--- config.mk ---
export PLATFORM = sky130hd
export DESIGN_NAME = stx_etx_crc8_frame_builder
export DESIGN_NICKNAME = d
export VERILOG_FILES = /design/src/hw/rtl/sefb_pkg.sv /design/src/hw/rtl/sefb_front.sv /design/src/hw/rtl/sefb_cmdq.sv /design/src/hw/rtl/sefb_back.sv /design/src/hw/rtl/stx_etx_crc8_frame_builder.sv
export SDC_FILE = /design/constraint.sdc
export NUM_CORES = 1
export LEC_CHECK = 0
export ABC_AREA = 1
export BUFFER_PORTS_ARGS = -buffer_cell sky130_fd_sc_hd__buf_2
export CORE_ASPECT_RATIO = 1.5
export CORE_MARGIN = 5
export CORE_UTILIZATION = 35
export DETAILED_ROUTE_END_ITERATION = 8
export GPL_TIMING_DRIVEN = 0
export SLEW_MARGIN = 25
export SYNTH_ARGS = -nofsm -noshare
export SYNTH_HDL_FRONTEND = slang
export SYNTH_HIERARCHICAL = 1
export SYNTH_SLANG_ARGS = --single-unit
export TNS_END_PERCENT = 20
--- constraint.sdc ---
create_clock -name clk -period 3.2 [get_ports clk]
set_input_delay 0.48 -clock clk [delete_from_list [all_inputs] [get_ports clk]]
set_output_delay 0.48 -clock clk [all_outputs]
set_load 0.05 [all_outputs]
--- src/hw/rtl/sefb_pkg.sv ---
package sefb_pkg;

	localparam logic [7:0] StxByte = 8'h02;
	localparam logic [7:0] EtxByte = 8'h03;
	// reflected Dallas/Maxim polynomial
	localparam logic [7:0] CrcPoly = 8'h8C;

	localparam int CmdqDepth = 2;
	localparam int CmdqPtrW  = $clog2(CmdqDepth);
	localparam int CmdqCntW  = $clog2(CmdqDepth + 1);

	// one classified item: which parts of the frame it produces
	typedef struct packed {
		logic       start;
		logic       has_data;
		logic       close;
		logic [7:0] msg_type;
		logic [7:0] payload_len;
		logic [7:0] data_byte;
	} sefb_cmd_t;

	function automatic logic [7:0] crc8_byte(input logic [7:0] crc, input logic [7:0] b);
		logic [7:0] c;
		c = crc ^ b;
		for (int i = 0; i < 8; i++) begin
			c = c[0] ? ((c >> 1) ^ CrcPoly) : (c >> 1);
		end
		return c;
	endfunction

endpackage

--- src/hw/rtl/sefb_front.sv ---
module sefb_front (
	input  logic                clk,
	input  logic                arst_n,
	input  logic                in_valid,
	output logic                in_ready,
	input  logic [7:0]          msg_type,
	input  logic [7:0]          payload_len,
	input  logic [7:0]          data_byte,
	input  logic                q_full,
	output logic                push,
	output sefb_pkg::sefb_cmd_t cmd
);
	import sefb_pkg::*;

	logic       in_frame_q;
	logic [7:0] left_q;
	logic [7:0] left_nxt;

	assign in_ready = !q_full;
	assign push     = in_valid && in_ready;

	always_comb begin
		cmd.msg_type    = msg_type;
		cmd.payload_len = payload_len;
		cmd.data_byte   = data_byte;
		if (!in_frame_q) begin
			cmd.start    = 1'b1;
			cmd.has_data = (payload_len != 8'd0);
			cmd.close    = (payload_len <= 8'd1);
			left_nxt     = (payload_len != 8'd0) ? payload_len - 8'd1 : 8'd0;
		end else begin
			cmd.start    = 1'b0;
			cmd.has_data = 1'b1;
			cmd.close    = (left_q <= 8'd1);
			left_nxt     = (left_q != 8'd0) ? left_q - 8'd1 : 8'd0;
		end
	end

	always_ff @(posedge clk or negedge arst_n) begin
		if (!arst_n) begin
			in_frame_q <= 1'b0;
			left_q     <= 8'd0;
		end else if (push) begin
			in_frame_q <= !cmd.close;
			left_q     <= cmd.close ? 8'd0 : left_nxt;
		end
	end

endmodule

--- src/hw/rtl/sefb_cmdq.sv ---
module sefb_cmdq (
	input  logic                clk,
	input  logic                arst_n,
	input  logic                push,
	input  sefb_pkg::sefb_cmd_t push_cmd,
	output logic                full,
	input  logic                pop,
	output logic                head_valid,
	output sefb_pkg::sefb_cmd_t head_cmd
);
	import sefb_pkg::*;

	sefb_cmd_t           mem_q [CmdqDepth];
	logic [CmdqPtrW-1:0] wr_ptr_q;
	logic [CmdqPtrW-1:0] rd_ptr_q;
	logic [CmdqCntW-1:0] count_q;

	assign full       = (count_q == CmdqCntW'(CmdqDepth));
	assign head_valid = (count_q != '0);
	assign head_cmd   = mem_q[rd_ptr_q];

	always_ff @(posedge clk) begin
		if (push) begin
			mem_q[wr_ptr_q] <= push_cmd;
		end
	end

	always_ff @(posedge clk or negedge arst_n) begin
		if (!arst_n) begin
			wr_ptr_q <= '0;
			rd_ptr_q <= '0;
			count_q  <= '0;
		end else begin
			if (push) begin
				wr_ptr_q <= wr_ptr_q + 1'b1;
			end
			if (pop) begin
				rd_ptr_q <= rd_ptr_q + 1'b1;
			end
			if (push && !pop) begin
				count_q <= count_q + 1'b1;
			end else if (pop && !push) begin
				count_q <= count_q - 1'b1;
			end
		end
	end

endmodule

--- src/hw/rtl/sefb_back.sv ---
module sefb_back (
	input  logic                clk,
	input  logic                arst_n,
	input  logic                head_valid,
	input  sefb_pkg::sefb_cmd_t head_cmd,
	output logic                pop,
	output logic                out_valid,
	input  logic                out_ready,
	output logic [7:0]          out_byte,
	output logic                last_of_item,
	output logic                end_of_frame
);
	import sefb_pkg::*;

	typedef enum logic [5:0] {
		PH_STX  = 6'b000001,
		PH_TYPE = 6'b000010,
		PH_LEN  = 6'b000100,
		PH_DATA = 6'b001000,
		PH_CRC  = 6'b010000,
		PH_ETX  = 6'b100000
	} sefb_phase_t;

	sefb_phase_t pos_q;
	logic        mid_q;
	logic [7:0]  crc_q;
	logic        out_valid_q;
	logic [7:0]  out_byte_q;
	logic        last_q;
	logic        eof_q;

	sefb_phase_t cur_phase;
	sefb_phase_t nxt_phase;
	logic        done;
	logic        emit;
	logic [7:0]  byte_sel;

	assign cur_phase = mid_q ? pos_q : (head_cmd.start ? PH_STX : PH_DATA);
	assign emit      = head_valid && (!out_valid_q || out_ready);
	assign pop       = emit && done;

	always_comb begin
		nxt_phase = PH_STX;
		done      = 1'b0;
		byte_sel  = StxByte;
		unique case (cur_phase)
			PH_STX: begin
				byte_sel  = StxByte;
				nxt_phase = PH_TYPE;
			end
			PH_TYPE: begin
				byte_sel  = head_cmd.msg_type;
				nxt_phase = PH_LEN;
			end
			PH_LEN: begin
				byte_sel  = head_cmd.payload_len;
				nxt_phase = head_cmd.has_data ? PH_DATA : PH_CRC;
			end
			PH_DATA: begin
				byte_sel  = head_cmd.data_byte;
				nxt_phase = PH_CRC;
				done      = !head_cmd.close;
			end
			PH_CRC: begin
				byte_sel  = crc_q;
				nxt_phase = PH_ETX;
			end
			PH_ETX: begin
				byte_sel = EtxByte;
				done     = 1'b1;
			end
			default: begin
				byte_sel = StxByte;
				done     = 1'b1;
			end
		endcase
	end

	always_ff @(posedge clk or negedge arst_n) begin
		if (!arst_n) begin
			pos_q       <= PH_STX;
			mid_q       <= 1'b0;
			crc_q       <= 8'd0;
			out_valid_q <= 1'b0;
		end else begin
			if (emit) begin
				out_valid_q <= 1'b1;
				mid_q       <= !done;
				if (!done) begin
					pos_q <= nxt_phase;
				end
				unique case (cur_phase)
					PH_STX, PH_ETX:           crc_q <= 8'd0;
					PH_TYPE, PH_LEN, PH_DATA: crc_q <= crc8_byte(crc_q, byte_sel);
					default:                  crc_q <= crc_q;
				endcase
			end else if (out_ready) begin
				out_valid_q <= 1'b0;
			end
		end
	end

	always_ff @(posedge clk) begin
		if (emit) begin
			out_byte_q <= byte_sel;
			last_q     <= done;
			eof_q      <= (cur_phase == PH_ETX);
		end
	end

	assign out_valid    = out_valid_q;
	assign out_byte     = out_byte_q;
	assign last_of_item = last_q;
	assign end_of_frame = eof_q;

`ifndef SYNTHESIS
	a_eof_ends_item: assert property (@(posedge clk) disable iff (!arst_n)
		(out_valid_q && eof_q) |-> last_q)
		else $error("ETX not marked as last byte of its item");
	a_mid_has_head: assert property (@(posedge clk) disable iff (!arst_n)
		mid_q |-> head_valid)
		else $error("item in progress lost its queue entry");
	a_crc_cleared: assert property (@(posedge clk) disable iff (!arst_n)
		(emit && cur_phase == PH_ETX) |=> (crc_q == 8'd0))
		else $error("CRC not cleared after frame end");
	a_pos_onehot: assert property (@(posedge clk) disable iff (!arst_n)
		mid_q |-> $onehot(pos_q))
		else $error("phase register not one-hot");
`endif

endmodule

--- src/hw/rtl/stx_etx_crc8_frame_builder.sv ---
// channel | signals                                   | direction
// in      | in_valid/in_ready: msg_type, payload_len, | into block
//         |   data_byte                                |
// out     | out_valid/out_ready: out_byte,            | out of block
//         |   last_of_item, end_of_frame              |
//
// Each item is classified in the cycle it is taken and queued (two entries).
// The emitter sends one byte per cycle from the queue head unless stalled:
// a data byte, CRC and ETX on close, and STX, type, length at frame start.
// Output byte rate is one per cycle unless stalled, set by the single-byte emitter.
// arst_n clears the frame state, the queue and the output valid flag.
// A stall on out_ready backs up the queue; in_ready drops when it is full.
module stx_etx_crc8_frame_builder (
	input  logic       clk,
	input  logic       arst_n,
	input  logic       in_valid,
	output logic       in_ready,
	input  logic [7:0] msg_type,
	input  logic [7:0] payload_len,
	input  logic [7:0] data_byte,
	output logic       out_valid,
	input  logic       out_ready,
	output logic [7:0] out_byte,
	output logic       last_of_item,
	output logic       end_of_frame
);
	import sefb_pkg::*;

	sefb_cmd_t push_cmd;
	sefb_cmd_t head_cmd;
	logic      push;
	logic      pop;
	logic      q_full;
	logic      head_valid;

	sefb_front u_front (
		.clk         (clk),
		.arst_n      (arst_n),
		.in_valid    (in_valid),
		.in_ready    (in_ready),
		.msg_type    (msg_type),
		.payload_len (payload_len),
		.data_byte   (data_byte),
		.q_full      (q_full),
		.push        (push),
		.cmd         (push_cmd)
	);

	sefb_cmdq u_cmdq (
		.clk        (clk),
		.arst_n     (arst_n),
		.push       (push),
		.push_cmd   (push_cmd),
		.full       (q_full),
		.pop        (pop),
		.head_valid (head_valid),
		.head_cmd   (head_cmd)
	);

	sefb_back u_back (
		.clk          (clk),
		.arst_n       (arst_n),
		.head_valid   (head_valid),
		.head_cmd     (head_cmd),
		.pop          (pop),
		.out_valid    (out_valid),
		.out_ready    (out_ready),
		.out_byte     (out_byte),
		.last_of_item (last_of_item),
		.end_of_frame (end_of_frame)
	);

endmodule
==> qor.yml, run 1 <==
placement_rows: 54
ant_nets: 0
critical_path_required_ns: 3.43
synth_top_cells_by_area: "sky130_fd_sc_hd__edfxtp_1, sky130_fd_sc_hd__dfrtp_1, sky130_fd_sc_hd__nand2_1, sky130_fd_sc_hd__nand3_1, sky130_fd_sc_hd__mux2_4"
worst_setup_path_start_kind: "flop"
crit_end: "u_cmdq/count_q[1]"
number_of_global_route_vias_before_repair: 3834
yosys_warnings: 6
run_status: "finished clean"
cts_htree_levels: 3
clk_latency_ns: 0.33
path_class: "reg2reg"
setup_viol: 0
worst_r2r_path_depth: 17
worstMarginPinSlew_ns: 0.7235
use_met1_pct: 13.99
route.final.wire_length_um: 10820
cts_hold_repair.buffers: 0
yosys-top-cells-count: "sky130_fd_sc_hd__nand2_1, sky130_fd_sc_hd__edfxtp_1, sky130_fd_sc_hd__nand3_1"
areaGrowthSynthToFinish_pct: 12.58
groute.usage.overall_pct: 13.12
fin_crit_ns: 2.841
clock_path_buffers: 2
met3_usage_pct: 2.060
tritoncts: "done"
route.detailed.drc: 0
synth-main-ff-cell: "sky130_fd_sc_hd__edfxtp_1"
vias_per_cell: 4.713
grt_start_max_net_pins: 30
dp_hpwl_um: 8345
gp_congestion: 0.8953
powerDensity_nw_per_um2: 1090
peak_supply_drop_mv: 0.4445
yosysSeqAreaShare_pct: 50.45
synthDistinctLibCells: 36
placed_area_um2: 5645
dr.pass1.iters: 4
hold_path_class: "in2async"
postSynthRegisterBits: 93
finish.instance_area_um2: 5911
cap_viol_max_count: 0
vias: 3643
global_routing_s_busiest_layer: "met2"
postCtsResizedCells: 0
nFillCells: 1445
post_synth.cell_area_avg_um2: 9.777
grt_setup_unrepaired: "no"
insertedDiodeCount: 0
number_of_enable_type_register_cells_in_the_synthesized_netlist: 64
final_core_utilization_pct: 40.31
postSynthNetCount: 570
die_y_um: 160
finalMaxSlewViolations: 0
post_synth_inst_count: 537
synth_top_cell_by_area: "sky130_fd_sc_hd__edfxtp_1"
clkPwrFrac_pct: 14.9
boundaryPins: 40
synth_area_um2: 5250
clk_pin_slew_ns: 0.07
final_net_count: 605
crit_path_max_incr_delay_ns: 0.40
worstPathMaxFanout: 10
tritoncts.num_buffers: 9
final.period_utilization_pct: 88.80
cp_cell_sequence: "buf_6, mux2_2, inv_1, nand2_2, nand3_2, nor2_8, nand2_4, nand3_2, o22ai_1, inv_1, nor2_1, inv_1, ha_1, inv_1, nand3_1, nand2_1, nand2_1"
power.combinational.fraction_pct: 54.4
gr-total-overflow: 0
grt_first_pass_wirelength_um: 18080
cts-root-buf: "sky130_fd_sc_hd__clkbuf_16"
register_to_register_path_setup_slack_ns: 0.36
p_sw_share_pct: 45.28
seq_power_share_pct: 30.6
met2_usage_in_global_routing_pct: 24.94
cp-end-kind: "flop"
antenna_violations_before_repair: 0
timing.rr.start: "u_cmdq/rd_ptr_q"
core_area_um2: 14660
critical_path.reg2reg.endpoint: "u_cmdq/count_q[1]"
worst_clk_skew_ns: 0.008692
asyncSetResetFlopFracSynth_pct: 31.18
floorplan.initialDensity_pct: 35.81
total_leakage_power_uw: 0.002672
clk_sink_count: 93
power_report.internal_total_uw: 3524
drive_above_1_share_pct: 28.94
post-synth-top-count-cell: "sky130_fd_sc_hd__nand2_1"
max-slew-margin-rel_pct: 51.54
portBuffers: 23
worst-path-stages: 17
die-area_um2: 17600
cp_common_cell: "sky130_fd_sc_hd__inv_1"
worst-path-buf-inv: 5
critical_path.startpoint: "u_cmdq/rd_ptr_q"
max_fclk_mhz: 351.9
worst_path_dominant_cell_family: "simple AND/OR/NAND/NOR gates"
switchingPower_uw: 2917
arrival_ns: 3.07
die_width_um: 110
postCtsSetupBuffers: 0
hold_viol: 0
worst_hold_slack_ns: 0.1965
crit_path_top_delay_cell: "sky130_fd_sc_hd__mux2_2"
drt_first_iter_violations: 162
wl_per_cell_um: 14.00
synth.top_cell.area_share_pct: 36.61
## sequential cells by signal, summed over array words and instances (netlist names)
name,cells
u_front/in_frame_q,1
u_cmdq/wr_ptr_q,1
u_back/mid_q,1
u_back/end_of_frame,1
u_back/pos_q,6
u_cmdq/rd_ptr_q,1
u_front/left_q,8
u_back/last_of_item,1
u_back/out_valid,1
u_back/out_byte,8
u_cmdq/mem_q,54
u_back/crc_q,8
u_cmdq/count_q,2
## routing by layer
metal | vias up | wire length, um
met1 | 1725 | 4138
met5 | - | 0
li1 | 1852 | -
met4 | 0 | 250
met3 | 15 | 278
met2 | 51 | 6152
## worst reg2reg max path, cell delays in order (launching register included)
cell and delay, ns:
sky130_fd_sc_hd__dfrtp_1 0.35, sky130_fd_sc_hd__buf_6 0.18, sky130_fd_sc_hd__mux2_2 0.40, sky130_fd_sc_hd__inv_1 0.09, sky130_fd_sc_hd__nand2_2 0.06, sky130_fd_sc_hd__nand3_2 0.16, sky130_fd_sc_hd__nor2_8 0.09, sky130_fd_sc_hd__nand2_4 0.13
sky130_fd_sc_hd__nand3_2 0.14, sky130_fd_sc_hd__o22ai_1 0.28, sky130_fd_sc_hd__inv_1 0.07, sky130_fd_sc_hd__nor2_1 0.16, sky130_fd_sc_hd__inv_1 0.07, sky130_fd_sc_hd__ha_1 0.30, sky130_fd_sc_hd__inv_1 0.09, sky130_fd_sc_hd__nand3_1 0.07
sky130_fd_sc_hd__nand2_1 0.06, sky130_fd_sc_hd__nand2_1 0.05
## how the worst min path moves through the flow
stage,cells after the start,to,start
after CTS,1,u_front/left_q[2],arst_n
after global routing,1,u_front/left_q[2],arst_n
after detailed placement,2,u_back/pos_q[0],u_back/pos_q[0]
after floorplan,0,u_back/crc_q[0],arst_n
after global placement,2,u_cmdq/count_q[1],u_cmdq/count_q[1]
final,1,u_front/left_q[2],arst_n
## final cells by class
cell class / instances / area, um2 / share of cell area [%]
tap: 196 / 245.2 / 4.149
clock inverter: 7 / 40.04 / 0.6774
clock buffer: 9 / 225.2 / 3.810
inverter: 63 / 241.5 / 4.086
sequential: 93 / 2649 / 44.81
multi-input combinational: 353 / 2125 / 35.94
buffer: 28 / 242.7 / 4.107
timing repair buffer: 24 / 142.6 / 2.413
## cell usage in the layout (no fill, tap or decap), types with 3 or more instances in the layout
cell type / count
sky130_fd_sc_hd__nand2_2: 20
sky130_fd_sc_hd__xnor2_1: 3
sky130_fd_sc_hd__nor2_2: 6
sky130_fd_sc_hd__nand3_1: 62
sky130_fd_sc_hd__clkinv_2: 3
sky130_fd_sc_hd__ha_1: 5
sky130_fd_sc_hd__buf_4: 24
sky130_fd_sc_hd__nor2_4: 4
sky130_fd_sc_hd__nor2_1: 28
sky130_fd_sc_hd__o21ai_1: 7
sky130_fd_sc_hd__nand4_1: 13
sky130_fd_sc_hd__nand3_2: 7
sky130_fd_sc_hd__mux2_4: 19
sky130_fd_sc_hd__nand2_1: 129
sky130_fd_sc_hd__dfrtp_1: 28
sky130_fd_sc_hd__o21ai_0: 11
sky130_fd_sc_hd__edfxtp_1: 64
sky130_fd_sc_hd__mux2_2: 8
sky130_fd_sc_hd__xor2_1: 5
sky130_fd_sc_hd__clkbuf_16: 9
sky130_fd_sc_hd__buf_2: 23
sky130_fd_sc_hd__nand2_4: 7
sky130_fd_sc_hd__o22ai_1: 6
sky130_fd_sc_hd__inv_1: 42
sky130_fd_sc_hd__inv_2: 19
## power by group through the flow
| stage | Sequential, uW | Combinational (uW) | Clock (uW) |
|---|---|---|---|
| floorplan | 2200 | 2570 | 0 |
| global placement | 1990 | 3430 | 0 |
| detailed placement | 2000 | 3530 | 0 |
| CTS | 1980 | 3550 | 987 |
| global route | 2020 | 3900 | 1040 |
| finish | 1970 | 3510 | 962 |
## cells by family after synthesis
logic type      share of synthesized area [%]
simple gates                            27.00
compound gates                          3.194
xor+xnor                                1.787
buf+inv                                 9.223
mux                                     7.150
flops                                   50.45
fa+ha+maj                               1.192
## per-stage QoR
step / cells / TNS (ns) / setup slack [ns] / total power [uW]
final: 773 / 0 / 0.3586 / 6441
after global placement: 756 / -3.583 / -0.1349 / 5422
after CTS: 773 / 0 / 0.3053 / 6515
after detailed placement: 757 / 0 / 0.3419 / 5534
after global routing: 773 / 0 / 0.06500 / 6966
after floorplan: 537 / 0 / 0.5112 / 4763
Note: power is estimated with default switching activity, not from simulation.
==> run 2: changes to the inputs <==
--- a/config.mk
+++ b/config.mk
@@ -5,7 +5,6 @@
 export SDC_FILE = /design/constraint.sdc
 export NUM_CORES = 1
 export LEC_CHECK = 0
-export ABC_AREA = 1
 export BUFFER_PORTS_ARGS = -buffer_cell sky130_fd_sc_hd__buf_2
 export CORE_ASPECT_RATIO = 1.5
 export CORE_MARGIN = 5
==> run 2 against run 1 <==
Highest routed layer unchanged. Sequential cell count stayed put. Total power down 6.6%. Core utilization is 0.31 points higher. Via count decreased by 19%. Setup slack improved by 0.090 ns. Hold slack lost 0.010 ns.
==> qor.yml, run 2 <==
run_status: "finished clean"
power.combinational.fraction_pct: 49.2  # -5.2 points
final_net_count: 447  # -26%
total_leakage_power_uw: 0.002225  # -17%
post-synth-top-count-cell: "sky130_fd_sc_hd__edfxtp_1"
synth_area_um2: 4876  # -7.1%
synth.top_cell.area_share_pct: 39.41  # +2.8 points
cp-end-kind: "flop"
route.final.wire_length_um: 9608  # -11%
number_of_enable_type_register_cells_in_the_synthesized_netlist: 64  # unchanged
hold_path_class: "in2async"
placed_area_um2: 5223  # -7.5%
seq_power_share_pct: 32.9  # +2.3 points
insertedDiodeCount: 0  # unchanged
vias_per_cell: 5.072  # +7.6%
postCtsResizedCells: 0  # unchanged
switchingPower_uw: 2346  # -20%
register_to_register_path_setup_slack_ns: 0.45  # +0.09 ns
cts_hold_repair.buffers: 0  # unchanged
groute.usage.overall_pct: 12.15  # -0.97 points
cap_viol_max_count: 0  # unchanged
synth_top_cells_by_area: "sky130_fd_sc_hd__edfxtp_1, sky130_fd_sc_hd__dfrtp_1, sky130_fd_sc_hd__mux2_4, sky130_fd_sc_hd__buf_4, sky130_fd_sc_hd__a22o_1"
finalMaxSlewViolations: 0  # unchanged
areaGrowthSynthToFinish_pct: 13.29
setup_viol: 0  # unchanged
worst_setup_path_start_kind: "flop"
asyncSetResetFlopFracSynth_pct: 31.18  # unchanged
antenna_violations_before_repair: 0  # unchanged
critical_path.startpoint: "u_cmdq/rd_ptr_q"
peak_supply_drop_mv: 0.4215  # -5.2%
powerDensity_nw_per_um2: 1089  # about the same
max_fclk_mhz: 363.5  # +3.3%
yosys-top-cells-count: "sky130_fd_sc_hd__edfxtp_1, sky130_fd_sc_hd__nand2_1, sky130_fd_sc_hd__dfrtp_1"
timing.rr.start: "u_cmdq/rd_ptr_q"
final_cell_count_without_fillers: 581  # -25%
synth-main-ff-cell: "sky130_fd_sc_hd__edfxtp_1"
drive_above_1_share_pct: 28.88  # -0.065 points
route.detailed.drc: 0  # unchanged
final.period_utilization_pct: 85.98  # -2.8 points
clk_sink_count: 93  # unchanged
die-area_um2: 16440  # -6.6%
power_report.internal_total_uw: 3668  # +4.1%
dp_worst_setup_slack_ns: 0.4283  # +0.08639 ns
clock_path_buffers: 2  # unchanged
portBuffers: 23  # unchanged
yosysSeqAreaShare_pct: 54.32  # +3.9 points
core_area_um2: 13600  # -7.3%
dp.cells: 565  # -25%
worst_slack_ns: 0.4487  # +0.09012 ns
clk_pin_slew_ns: 0.07  # about the same
number_of_global_route_vias_before_repair: 3102  # -19%
worst_r2r_path_depth: 10  # -7
cts-root-buf: "sky130_fd_sc_hd__clkbuf_16"
gp_congestion: 0.8993  # +0.45%
die_y_um: 154.6  # -3.4%
dr.pass1.iters: 4  # unchanged
placement_rows: 52  # -3.7%
die_width_um: 106.4  # -3.3%
mostFrequentLayoutCells: "sky130_fd_sc_hd__edfxtp_1, sky130_fd_sc_hd__nand2_1, sky130_fd_sc_hd__dfrtp_1"
synthDistinctLibCells: 72  # +100%
largest_register_ffs: 54  # unchanged
post_synth.cell_area_avg_um2: 12.87  # +32%
hold_viol: 0  # unchanged
worstPathMaxFanout: 10  # unchanged
clk_latency_ns: 0.34  # about the same
grt_setup_unrepaired: "no"
floorplan.initialDensity_pct: 35.86  # +0.049 points
postSynthNetCount: 412  # -28%
wl_per_cell_um: 16.54  # +18%
grt_first_pass_wirelength_um: 15610  # -14%
path_class: "reg2reg"
dp_hpwl_um: 7044  # -16%
tritoncts: "done"
postCtsSetupBuffers: 0  # unchanged
tritoncts.num_buffers: 9  # unchanged
worst_clk_skew_ns: 0.009454  # +0.0007615 ns
clkPwrFrac_pct: 17.9  # +3.0 points
cts_htree_levels: 3  # unchanged
fin_crit_ns: 2.751  # -0.09012 ns
postSynthRegisterBits: 93  # unchanged
max-slew-margin-rel_pct: 51.87  # +0.33 points
gr-total-overflow: 0  # unchanged
yosys_warnings: 6  # unchanged
nFillCells: 1297  # -10%
critical_path_required_ns: 3.43  # about the same
drt_first_iter_violations: 93  # -43%
p_sw_share_pct: 39.01  # -6.3 points
critical_path.reg2reg.endpoint: "u_back/crc_q[1]"
grt_start_max_net_pins: 30  # unchanged
boundaryPins: 40  # unchanged
arrival_ns: 2.98  # -0.09 ns
post_synth_inst_count: 379  # -29%
finish.instance_area_um2: 5524  # -6.5%
worst_hold_slack_ns: 0.1865  # -0.009974 ns
reg_with_most_ffs: "u_cmdq/mem_q"
layout_commonest_cell: "sky130_fd_sc_hd__edfxtp_1"
vias: 2947  # -19%
synth_top_cell_by_area: "sky130_fd_sc_hd__edfxtp_1"
ant_nets: 0  # unchanged
worstMarginPinSlew_ns: 0.7220  # -0.001567 ns
run 2: through the flow:
| stage | power [uW] | setup TNS (ns) | utilization (%) |
|---|---|---|---|
| floorplan | 4376 | 0 | - |
| CTS | 6094 | 0 | 40.62 |
| detailed placement | 4994 | 0 | 38.41 |
| global placement | 4925 | -11.13 | 38.19 |
| finish | 6014 | 0 | 40.62 |
| global route | 6398 | 0 | 40.62 |
run 2: layout make-up:
cell class                      instances  area, um2  share of cell area [%]
Clock buffer                           11      242.7                   4.394
Multi-Input combinational cell        230       1878                   34.00
Tap cell                              162      202.7                   3.669
Inverter                               19      71.32                   1.291
Sequential cell                        93       2649                   47.95
Timing Repair Buffer                   24      135.1                   2.446
Buffer                                 37      286.5                   5.187
Clock inverter                          5      58.81                   1.065
run 2: power by group through the flow:
stage | clock network [uW] | registers, uW | logic (uW)
finish | 1080 | 1980 | 2960
global route | 1160 | 2030 | 3220
CTS | 1110 | 1980 | 3000
detailed placement | 0 | 2010 | 2990
global placement | 0 | 2000 | 2930
floorplan | 0 | 2200 | 2180
run 2: cell families (layout without fill, tap and decap cells):
logic type      Yosys count  in the layout  share of synthesized area (%)
compound gates           77             77                          13.14
flops                    93             93                          54.32
buf+inv                  56             96                          7.339
simple gates             93             93                          10.42
mux                      33             33                          9.238
fa+ha+maj                 5              5                          1.283
xor+xnor                 22             22                          4.260
run 2: routing by layer:
layer  up-vias  track usage (%)  share of wire (%)  wire length (um)
met5         -                0                  0                 0
met4         0            5.062                1.7               161
met3        10            2.585                3.7               357
met2        50            22.42                 56              5340
met1      1437            13.30                 39              3747
li1       1450                -                  -                 -
run 2: how the worst max path moves through the flow:
stage	end	cells after the start
global route	u_back/crc_q[1]	10
floorplan	u_cmdq/mem_q[0][0]	5
detailed placement	u_back/crc_q[1]	10
finish	u_back/crc_q[1]	10
global placement	u_cmdq/mem_q[0][5]	5
CTS	u_back/crc_q[1]	10
run 2: worst max-delay path: stages (launching register included):
cell                      delay [ns]
sky130_fd_sc_hd__dfrtp_1        0.34
sky130_fd_sc_hd__buf_6          0.18
sky130_fd_sc_hd__buf_12         0.17
sky130_fd_sc_hd__mux2_4         0.30
sky130_fd_sc_hd__a22o_1         0.22
sky130_fd_sc_hd__a22oi_1        0.29
sky130_fd_sc_hd__mux2i_1        0.37
sky130_fd_sc_hd__xor2_1         0.13
sky130_fd_sc_hd__xnor2_1        0.28
sky130_fd_sc_hd__xnor2_1        0.14
sky130_fd_sc_hd__a22o_1         0.21
==> run 3: changes to the inputs <==
--- a/config.mk
+++ b/config.mk
@@ -5,11 +5,11 @@
 export SDC_FILE = /design/constraint.sdc
 export NUM_CORES = 1
 export LEC_CHECK = 0
-export BUFFER_PORTS_ARGS = -buffer_cell sky130_fd_sc_hd__buf_2
 export CORE_ASPECT_RATIO = 1.5
 export CORE_MARGIN = 5
 export CORE_UTILIZATION = 35
 export DETAILED_ROUTE_END_ITERATION = 8
+export DONT_BUFFER_PORTS = 1
 export GPL_TIMING_DRIVEN = 0
 export SLEW_MARGIN = 25
 export SYNTH_ARGS = -nofsm -noshare
==> run 3 against run 2 <==
Clock power increased by 7%. Die area unchanged. Via count decreased by 1.8%. Highest routed layer unchanged. Final cell count decreased by 3.6%. Clock skew decreased by 0.0028 ns. Sequential power increased by 13%. Global-route usage decreased by 0.15 points. Core utilization decreased by 0.42 points. Largest cell class unchanged. Hold slack improved by 0.13 ns.
==> qor.yml, run 3 (synthesized netlist as in run 2, its figures left out) <==
nFillCells: 1289  # -0.62%
worst_r2r_path_depth: 10  # unchanged
setup_viol: 0  # unchanged
hold_path_class: "in2reg"
die_width_um: 106.4  # unchanged
vias_per_cell: 5.168  # +1.9%
max_fclk_mhz: 370.4  # +1.9%
floorplan.initialDensity_pct: 35.86  # unchanged
arrival_ns: 2.93  # -0.05 ns
clock_path_buffers: 2  # unchanged
met3_usage_pct: 3.128  # +0.54 points
clk_sink_count: 93  # unchanged
path_class: "reg2reg"
largest_register_ffs: 54  # unchanged
worst_clk_skew_ns: 0.006605  # -0.002849 ns
clk_pin_slew_ns: 0.07  # about the same
worst_hold_path.num_cells: 1
finalMaxSlewViolations: 0  # unchanged
global_routing_s_busiest_layer: "met2"
reg_with_most_ffs: "u_cmdq/mem_q"
peak_supply_drop_mv: 0.4828  # +15%
cts_htree_levels: 3  # unchanged
die-area_um2: 16440  # unchanged
cp-end-kind: "flop"
critical_path.reg2reg.endpoint: "u_back/crc_q[1]"
post-layout-total-power_uw: 6012  # about the same
dp_worst_setup_slack_ns: 0.4806  # +0.05235 ns
postCtsResizedCells: 0  # unchanged
vias: 2894  # -1.8%
total_leakage_power_uw: 0.002160  # -2.9%
layout_commonest_cell: "sky130_fd_sc_hd__edfxtp_1"
mostFrequentLayoutCells: "sky130_fd_sc_hd__edfxtp_1, sky130_fd_sc_hd__nand2_1, sky130_fd_sc_hd__dfrtp_1"
crit_path_max_incr_delay_ns: 0.37  # about the same
use_met1_pct: 13.10  # -0.20 points
min_from: "msg_type[7]"
critical_path_required_ns: 3.43  # about the same
areaGrowthSynthToFinish_pct: 12.11
dp_hpwl_um: 6856  # -2.7%
multiInputGateArea_um2: 1878  # unchanged
worst_setup_path_start_kind: "flop"
drive_above_1_share_pct: 25.13  # -3.8 points
tritoncts: "done"
worst_path_dominant_cell_family: "compound AO/OA/AOI/OAI gates"
die_y_um: 154.6  # unchanged
groute.usage.overall_pct: 11.99  # -0.15 points
insertedDiodeCount: 0  # unchanged
placement_rows: 52  # unchanged
powerDensity_nw_per_um2: 1100  # +1.0%
timing.rr.start: "u_cmdq/rd_ptr_q"
number_of_global_route_vias_before_repair: 2999  # -3.3%
final.period_utilization_pct: 84.36  # -1.6 points
run_status: "finished clean"
worstMarginPinSlew_ns: 0.9416  # +0.2197 ns
totalNegativeSetupSlack_ns: 0  # unchanged
wl_per_cell_um: 16.57  # +0.19%
antenna_violations_before_repair: 0  # unchanged
crit_path_top_delay_cell: "sky130_fd_sc_hd__dfrtp_1"
route.detailed.drc: 0  # unchanged
core_area_um2: 13600  # unchanged
boundaryPins: 40  # unchanged
gp_congestion: 0.8505  # -5.4%
final_net_count: 426  # -4.7%
ant_nets: 0  # unchanged
clk_latency_ns: 0.34  # about the same
tritoncts.num_buffers: 9  # unchanged
worstPathMaxFanout: 10  # unchanged
route.final.wire_length_um: 9278  # -3.4%
max-slew-margin-rel_pct: 36.56  # -15 points
fin_crit_ns: 2.699  # -0.05184 ns
cts-root-buf: "sky130_fd_sc_hd__clkbuf_16"
hold_viol: 0  # unchanged
met2_usage_in_global_routing_pct: 21.94  # -0.48 points
grt_start_max_net_pins: 30  # unchanged
cap_viol_max_count: 0  # unchanged
gr-total-overflow: 0  # unchanged
hold-path-endpoint: "u_cmdq/mem_q[1][23]"
cts_hold_repair.buffers: 2  # +2
drt_first_iter_violations: 90  # -3.2%
grt_setup_unrepaired: "no"
worst-path-buf-inv: 2  # unchanged
portBuffers: 0  # -100%
postCtsSetupBuffers: 0  # unchanged
cp_cell_sequence: "buf_6, buf_12, mux2_4, a22o_1, a22oi_1, mux2i_1, xor2_1, xnor2_1, xnor2_1, a22o_1"
grt_first_pass_wirelength_um: 15210  # -2.6%
ff_latch_area_um2: 2649  # unchanged
worst_slack_ns: 0.5005  # +0.05184 ns
register_to_register_path_setup_slack_ns: 0.50  # +0.05 ns
dr.pass1.iters: 4  # unchanged
## run 3: cell types whose count changed in the layout (fill, tap and decap cells not counted), sizes merged
cell	change
buf	-22
bufinv	+1
clkbuf	-2
clkinv	-1
dlygate4sd3	+1
inv	+2
## run 3: through the flow
step / area [um2] / std cells / hold WS (ns) / utilization [%]
floorplan: 4876 / 379 / 0.1844 / -
global placement: 5079 / 541 / 0.1856 / 37.35
detailed placement: 5107 / 542 / 0.1855 / 37.56
CTS: 5466 / 560 / 0.3006 / 40.20
global route: 5466 / 560 / 0.2952 / 40.20
finish: 5466 / 560 / 0.3198 / 40.20
## run 3: per-layer routing
metal,part of all wire (%),wire (um),up-vias
met3,3.7,345,10
met2,54,5008,52
met4,1.8,167,0
li1,-,-,1414
met1,40,3756,1418
met5,0,0,-
## run 3: worst max-delay path by stage
stage | startpoint | to | slack (ns) | cells past startpoint
2_1_floorplan | u_cmdq/count_q[1] | u_cmdq/mem_q[0][0] | 0.49 | 5
3_3_place_gp | u_cmdq/count_q[1] | u_cmdq/mem_q[0][6] | -0.36 | 5
3_5_place_dp | u_cmdq/rd_ptr_q | u_back/crc_q[1] | 0.48 | 10
4_1_cts | u_cmdq/rd_ptr_q | u_back/crc_q[1] | 0.48 | 10
5_1_grt | u_cmdq/rd_ptr_q | u_back/crc_q[1] | 0.30 | 10
6_report | u_cmdq/rd_ptr_q | u_back/crc_q[1] | 0.50 | 10
## run 3: area by class of cell
class                   instances  share of cell area [%]
multi-input cells             230                   34.36
flip-flops and latches         93                   48.46
inverters                      19                   1.305
clock inverters                 7                   1.900
repair buffers                  3                  0.9155
well taps                     162                   3.708
clock buffers                   9                   4.120
plain buffers                  37                   5.241
## run 3: where the power goes
part / switching, uW / internal (uW) / total (uW) / leakage (uW)
combinational: 1360 / 1240 / 2610 / 0.00105
sequential: 490 / 1750 / 2240 / 0.000956
clock: 466 / 695 / 1160 / 0.000155
